**src/hw/rtl/rcr_pkg.sv**
```systemverilog
// ----------------------------------------------------------------------------
// rcr_pkg
// Shared types and constants of the range capacity reservation block: item
// opcodes, result status codes, sequencer states and fixed field widths.
// ----------------------------------------------------------------------------
package rcr_pkg;

  localparam int OP_W       = 2;
  localparam int SLOT_W     = 10;
  localparam int STATUS_W   = 3;
  localparam int SLOTS_CFG_W = 11;

  // apb register file: one 32-bit register, byte addressed
  localparam int APB_ADDR_W = 3;
  localparam int APB_DATA_W = 32;

  localparam logic [SLOTS_CFG_W-1:0] SLOTS_CFG_RST = 11'd1024;

  typedef enum logic [APB_ADDR_W-3:0] {
    REG_SLOTS_IN_USE = 1'b0
  } reg_idx_t;

  typedef enum logic [OP_W-1:0] {
    OP_LOAD    = 2'd0,
    OP_RESERVE = 2'd1,
    OP_RESTART = 2'd2
  } op_t;

  typedef enum logic [STATUS_W-1:0] {
    ST_DONE      = 3'd0,
    ST_GRANTED   = 3'd1,
    ST_SHORT     = 3'd2,
    ST_STOPPED   = 3'd3,
    ST_BAD_RANGE = 3'd4
  } status_t;

  typedef enum logic [2:0] {
    S_IDLE   = 3'b001,
    S_CHECK  = 3'b010,
    S_COMMIT = 3'b100
  } seq_state_t;

endpackage

```
**src/hw/rtl/rcr_cfg_regs.sv**
```systemverilog
// ----------------------------------------------------------------------------
// rcr_cfg_regs
// APB register file holding the number of slots open for reservations.
// ----------------------------------------------------------------------------
module rcr_cfg_regs (
  input  logic                              clk,
  input  logic                              rst_n,
  input  logic                              psel,
  input  logic                              penable,
  input  logic                              pwrite,
  input  logic [rcr_pkg::APB_ADDR_W-1:0]    paddr,
  input  logic [rcr_pkg::APB_DATA_W-1:0]    pwdata,
  output logic [rcr_pkg::APB_DATA_W-1:0]    prdata,
  output logic                              pready,
  output logic [rcr_pkg::SLOTS_CFG_W-1:0]   slots_in_use
);
  import rcr_pkg::*;

  logic [SLOTS_CFG_W-1:0] slots_in_use_r;
  logic                   sel_slots;
  logic                   wr_beat;

  assign pready    = 1'b1;
  assign sel_slots = (paddr[APB_ADDR_W-1:2] == REG_SLOTS_IN_USE);
  assign wr_beat   = psel & penable & pwrite & pready;

  always_ff @(posedge clk) begin
    if (!rst_n) begin
      slots_in_use_r <= SLOTS_CFG_RST;
    end else if (wr_beat && sel_slots) begin
      slots_in_use_r <= pwdata[SLOTS_CFG_W-1:0];
    end
  end

  always_comb begin
    prdata = '0;
    if (sel_slots) begin
      prdata = APB_DATA_W'(slots_in_use_r);
    end
  end

  assign slots_in_use = slots_in_use_r;

endmodule

```
**config.mk**
```make
export PLATFORM = sky130hd
export DESIGN_NAME = rcr_cfg_regs
export DESIGN_NICKNAME = d
export VERILOG_FILES = /design/src/hw/rtl/rcr_pkg.sv /design/src/hw/rtl/rcr_cfg_regs.sv
export SDC_FILE = /design/constraint.sdc
export NUM_CORES = 1
export LEC_CHECK = 0
export ABC_AREA = 1
export BUFFER_PORTS_ARGS = -buffer_cell sky130_fd_sc_hd__buf_2
export CORE_ASPECT_RATIO = 1.25
export CORE_MARGIN = 3
export CORE_UTILIZATION = 36
export DETAILED_ROUTE_END_ITERATION = 6
export GPL_TIMING_DRIVEN = 0
export PLACE_DENSITY = 0.85
export SYNTH_ARGS = -nofsm -noshare
export SYNTH_HDL_FRONTEND = slang
export SYNTH_SLANG_ARGS = --single-unit
```
**constraint.sdc**
```tcl
create_clock -name clk -period 2 [get_ports clk]
set_clock_uncertainty 0.1 [all_clocks]
set_input_delay 0.1 -clock clk [delete_from_list [all_inputs] [get_ports clk]]
set_output_delay 0.1 -clock clk [all_outputs]
set_load 0.03 [all_outputs]
```
Word-level counts from Yosys, hierarchy flattened. Cells that the tools add are included.

Output and inout port bits: 44. Word-level logic and storage cells: 6. Bits in registers: 11. Input bits: 40.

Bitwise logic cells: 3. Reductions and logical operators: 1. Muxes and demuxes: 1.

Operators with widths (count): 11-bit 2-to-1 mux (1); 1-bit AND (2); 1-bit logical AND (1); 1-bit inverter (1).

Depth between registers and ports, before layout.
Word-level depth: 3. Depth in mapped cells: 6. Depth with buffers taken out: 5.

Least setup slack after synthesis. No wires, ideal clock.

Path type: register to output. Start: register slots_in_use_r[0] (netlist: slots_in_use[0]). End: output port prdata[0] (netlist bit). Required time: 1.800 ns. Path buffers: 0. Cell stages (with the launch flop): 3. Slack: 0.822 ns. Data arrival time: 0.978 ns. Cell sequence: dfxtp_1 inv_1 nor2_1.

Cells in the longest elaborated chain, start to end: 1.

RTL lines: start, declared (RTL line rcr_cfg_regs.sv:19) `logic [SLOTS_CFG_W-1:0] slots_in_use_r;`; start signal, assigned (RTL line rcr_cfg_regs.sv:31) `slots_in_use_r <= pwdata[SLOTS_CFG_W-1:0];`; 11-bit 2-to-1 mux (RTL line rcr_cfg_regs.sv:37) `if (sel_slots) begin`; end, declared (RTL line rcr_cfg_regs.sv:13) `output logic [rcr_pkg::APB_DATA_W-1:0] prdata,`.

No other way between the ends.

==> PnR_summary.wiki <==
{| class="wikitable"
! Metric !! Value
|-
| Setup Viol. Count Final || 0
|-
| Instance count of the mapped netlist || 120
|-
| Fraction of synthesized area in multiplexers || 0%
|-
| Number of nets in the finished design || 225
|-
| Cell area after technology mapping || 739.5 µm²
|-
| Filler cells || 188
|-
| Detail-routed net length per standard cell || 7.739 µm
|-
| Global-route wire length before repair || 2311 µm
|-
| Number of synthesized register bits || 11
|-
| Synth warnings || 0
|-
| Largest register FFs || 11
|-
| Num ports || 84
|-
| GP Congestion || 0.6961
|-
| Area overhead of the layout relative to synthesis || 45.35%
|-
| Height of the chip || 56.67 µm
|-
| Final Slew Violations || 0
|-
| Largest voltage drop on the vdd net || 0.2855 mV
|-
| Final std cells w/o fill || 203
|-
| Sort of element at the start of the critical path || input pin
|-
| Fraction of met2 tracks used by global routing || 21.06%
|-
| Maximum count of clock buffers along a single path || 2
|-
| Fraction of the cycle the final worst path needs || 58.24%
|-
| Clock transition at the register clock pins on the worst setup and hold paths after CTS || 0.07 ns
|-
| Gr busiest metal || met2
|-
| Switching power total || 0.0002044 W
|-
| Portion of total power attributed to sequential cells || 40.3%
|-
| Total Negative Setup Slacks || 0 ns
|-
| Post-synthesis xor/xnor area fraction || 0%
|-
| Chip width || 46.54 µm
|-
| Number of design-rule violations left by the first detailed-router iteration || 2
|-
| Maximum clock frequency || 0.8586 GHz
|-
| Fraction of the mapped netlist area in simple logic gates || 31.81%
|-
| Number of antenna violations at the first check in global routing || 0
|-
| Number of endpoints with negative hold slack in the final report || 0
|-
| Switching Share || 35.60%
|-
| Core ar. || 1851 µm²
|-
| Number of placed cells counting well taps || 197
|-
| Die ar. || 2637 µm²
|-
| Final Core Density || 58.08%
|-
| Power per standard cell area || 534.1 nW/µm²
|-
| Residual DRC count || 0
|-
| Logic pwr share || 33.3%
|-
| Seq/Total Area, Yosys || 29.78%
|-
| Post-placement setup slack || 0.9901 ns
|-
| Initial Util || 39.96%
|-
| Count of different cell masters after synthesis || 13
|-
| Pre-Repair DR Iteration Count || 2
|-
| Worst hold path type || in -> reg
|-
| Via-to-Cell Ratio || 3.783
|-
| Met3 Use GR || 3.526%
|-
| Via count || 768
|-
| Data arrival time at the worst-slack endpoint || 1.26 ns
|-
| Clk_lat worst skew || 0.26 ns
|-
| Post-layout minimum cycle time || 1.165 ns
|-
| Number of global-route vias before repair || 607
|-
| Antenna violation net count after detailed routing || 0
|-
| Nature of the critical path endpoint || flip-flop
|-
| Share of post-route cells with drive strength above 1 || 38.04%
|-
| Post-Syn Area per Cell || 6.162 µm²
|-
| Internal power summed over all cells || 0.0003697 W
|-
| Maximum fanout along the worst path || 10
|-
| Number of diodes added for antenna fixing || 0
|-
| Setup repair after global routing missed its margin || no
|-
| Global router's overall resource usage || 12.09%
|-
| Standby leakage power || 0.6809 nW
|-
| Total of buffers placed on input and output ports || 38
|-
| Worst-case register-to-register setup slack || 1.29 ns
|-
| CTS tree || yes
|-
| Arithmetic-cell share of the synthesized area counting full adders, half adders and majority gates || 0%
|-
| Post-route setup slack || 0.8353 ns
|-
| Wire length reported by the detailed router || 1571 µm
|-
| Critical path type || in -> reg
|-
| H-tree levels || 1
|-
| Data required time at the worst endpoint || 2.10 ns
|-
| Number of standard-cell rows in the floorplan || 17
|-
| Maximum number of pins on one net before global-route repair || 11
|-
| Combinational family with the most area after synthesis || buffers and inverters
|-
| Cts bufs inserted || 3
|-
| Max-cap violations || 0
|-
| Placed wire-length estimate || 1232 µm
|-
| Run status || completed
|-
| CTS Sinks || 11
|-
| Share of total power in the clock network || 26.4%
|-
| Post-cts resize count || 0
|-
| Root Buffer || sky130_fd_sc_hd__clkbuf_4
|-
| Sum of overflow across all layers after global routing || 0
|-
| Post-synthesis compound-gate area fraction || 0.6768%
|-
| Met1 usage in global routing || 12.23%
|}
[cells by family (layout without fill, tap and decap cells)]
logic type             after synthesis  count (layout)
and+or+nand+nor                     57              57
buffers and inverters               49              93
DFF                                 11              11
other                                2              22
AOI/OAI and AO/OA                    1               1
[power groups by stage]
stage               combinational, W  clock, W  sequential [W]
global placement            0.000186         0        0.000236
finish                      0.000191  0.000152        0.000231
detailed placement          0.000187         0        0.000237
global route                0.000207  0.000168        0.000233
floorplan                   0.000136         0        0.000252
CTS                         0.000190  0.000160        0.000232
[layout make-up]
type,count,area (µm²),area share [%]
Buffer,25,181.4,16.88
Inverter,24,90.09,8.382
Multi-Input combinational cell,80,322.8,30.03
Tap cell,19,23.77,2.212
Clock buffer,4,26.28,2.445
Timing Repair Buffer,40,210.2,19.56
Sequential cell,11,220.2,20.49
[worst max-delay path, stage by stage]
cell                            delay (ns)
sky130_fd_sc_hd__dlygate4sd3_1        0.52
sky130_fd_sc_hd__buf_2                0.10
sky130_fd_sc_hd__buf_1                0.35
sky130_fd_sc_hd__nand2_1              0.10
sky130_fd_sc_hd__nor2_1               0.09
[synthesized netlist by cell type]
library cell	number	share of area, %
sky130_fd_sc_hd__buf_1	1	0.51
sky130_fd_sc_hd__inv_1	22	11
sky130_fd_sc_hd__nor2_2	2	1.7
sky130_fd_sc_hd__nand2_2	1	0.85
sky130_fd_sc_hd__nand2_1	12	6.1
sky130_fd_sc_hd__dfxtp_1	11	30
sky130_fd_sc_hd__nor2_1	31	16
sky130_fd_sc_hd__conb_1	2	1.0
sky130_fd_sc_hd__buf_4	23	23
sky130_fd_sc_hd__o21ai_0	1	0.68
sky130_fd_sc_hd__inv_2	2	1.0
sky130_fd_sc_hd__nand3_1	11	7.4
sky130_fd_sc_hd__buf_2	1	0.68
[through the flow]
stage	total power (W)	area, µm²	hold slack (ns)
finish	0.0005741	1075	0.03961
CTS	0.0005815	1075	0.03513
floorplan	0.0003877	814.5	0.1207
detailed placement	0.0004233	1028	0.2237
global placement	0.0004224	1028	0.2136
global route	0.0006077	1075	0.06449
[what timing repair did]
item | CTS | global route
endpoints found under the hold margin | 2 | 0
setup buffers | 0 | 0
hold buffers | 2 | 0
[layout by cell type (no fill, tap or decap), drive strengths merged]
master,netlist,routed
buf,25,63
clkbuf,0,4
conb,2,22
dfxtp,11,11
dlygate4sd3,0,2
inv,24,24
nand2,13,13
nand3,11,11
nor2,33,33
o21ai,1,1
[layer usage]
metal / vias up / routed length, µm / share of wire (%)
li1: 428 / - / -
met2: 39 / 805 / 51
met4: 0 / 0 / 0
met5: - / 0 / 0
met3: 0 / 219 / 14
met1: 301 / 546 / 35
[final timing paths]
path	startpoint	endpoint	cells after the start
worst max register to register	slots_in_use[10]	slots_in_use[10]	2
worst min register to register	slots_in_use[7]	slots_in_use[7]	2
worst min-delay path	pwdata[7]	slots_in_use[7]	5
worst max-delay path	rst_n	slots_in_use[4]	5
No activity file was read; power rests on OpenSTA's default activity.
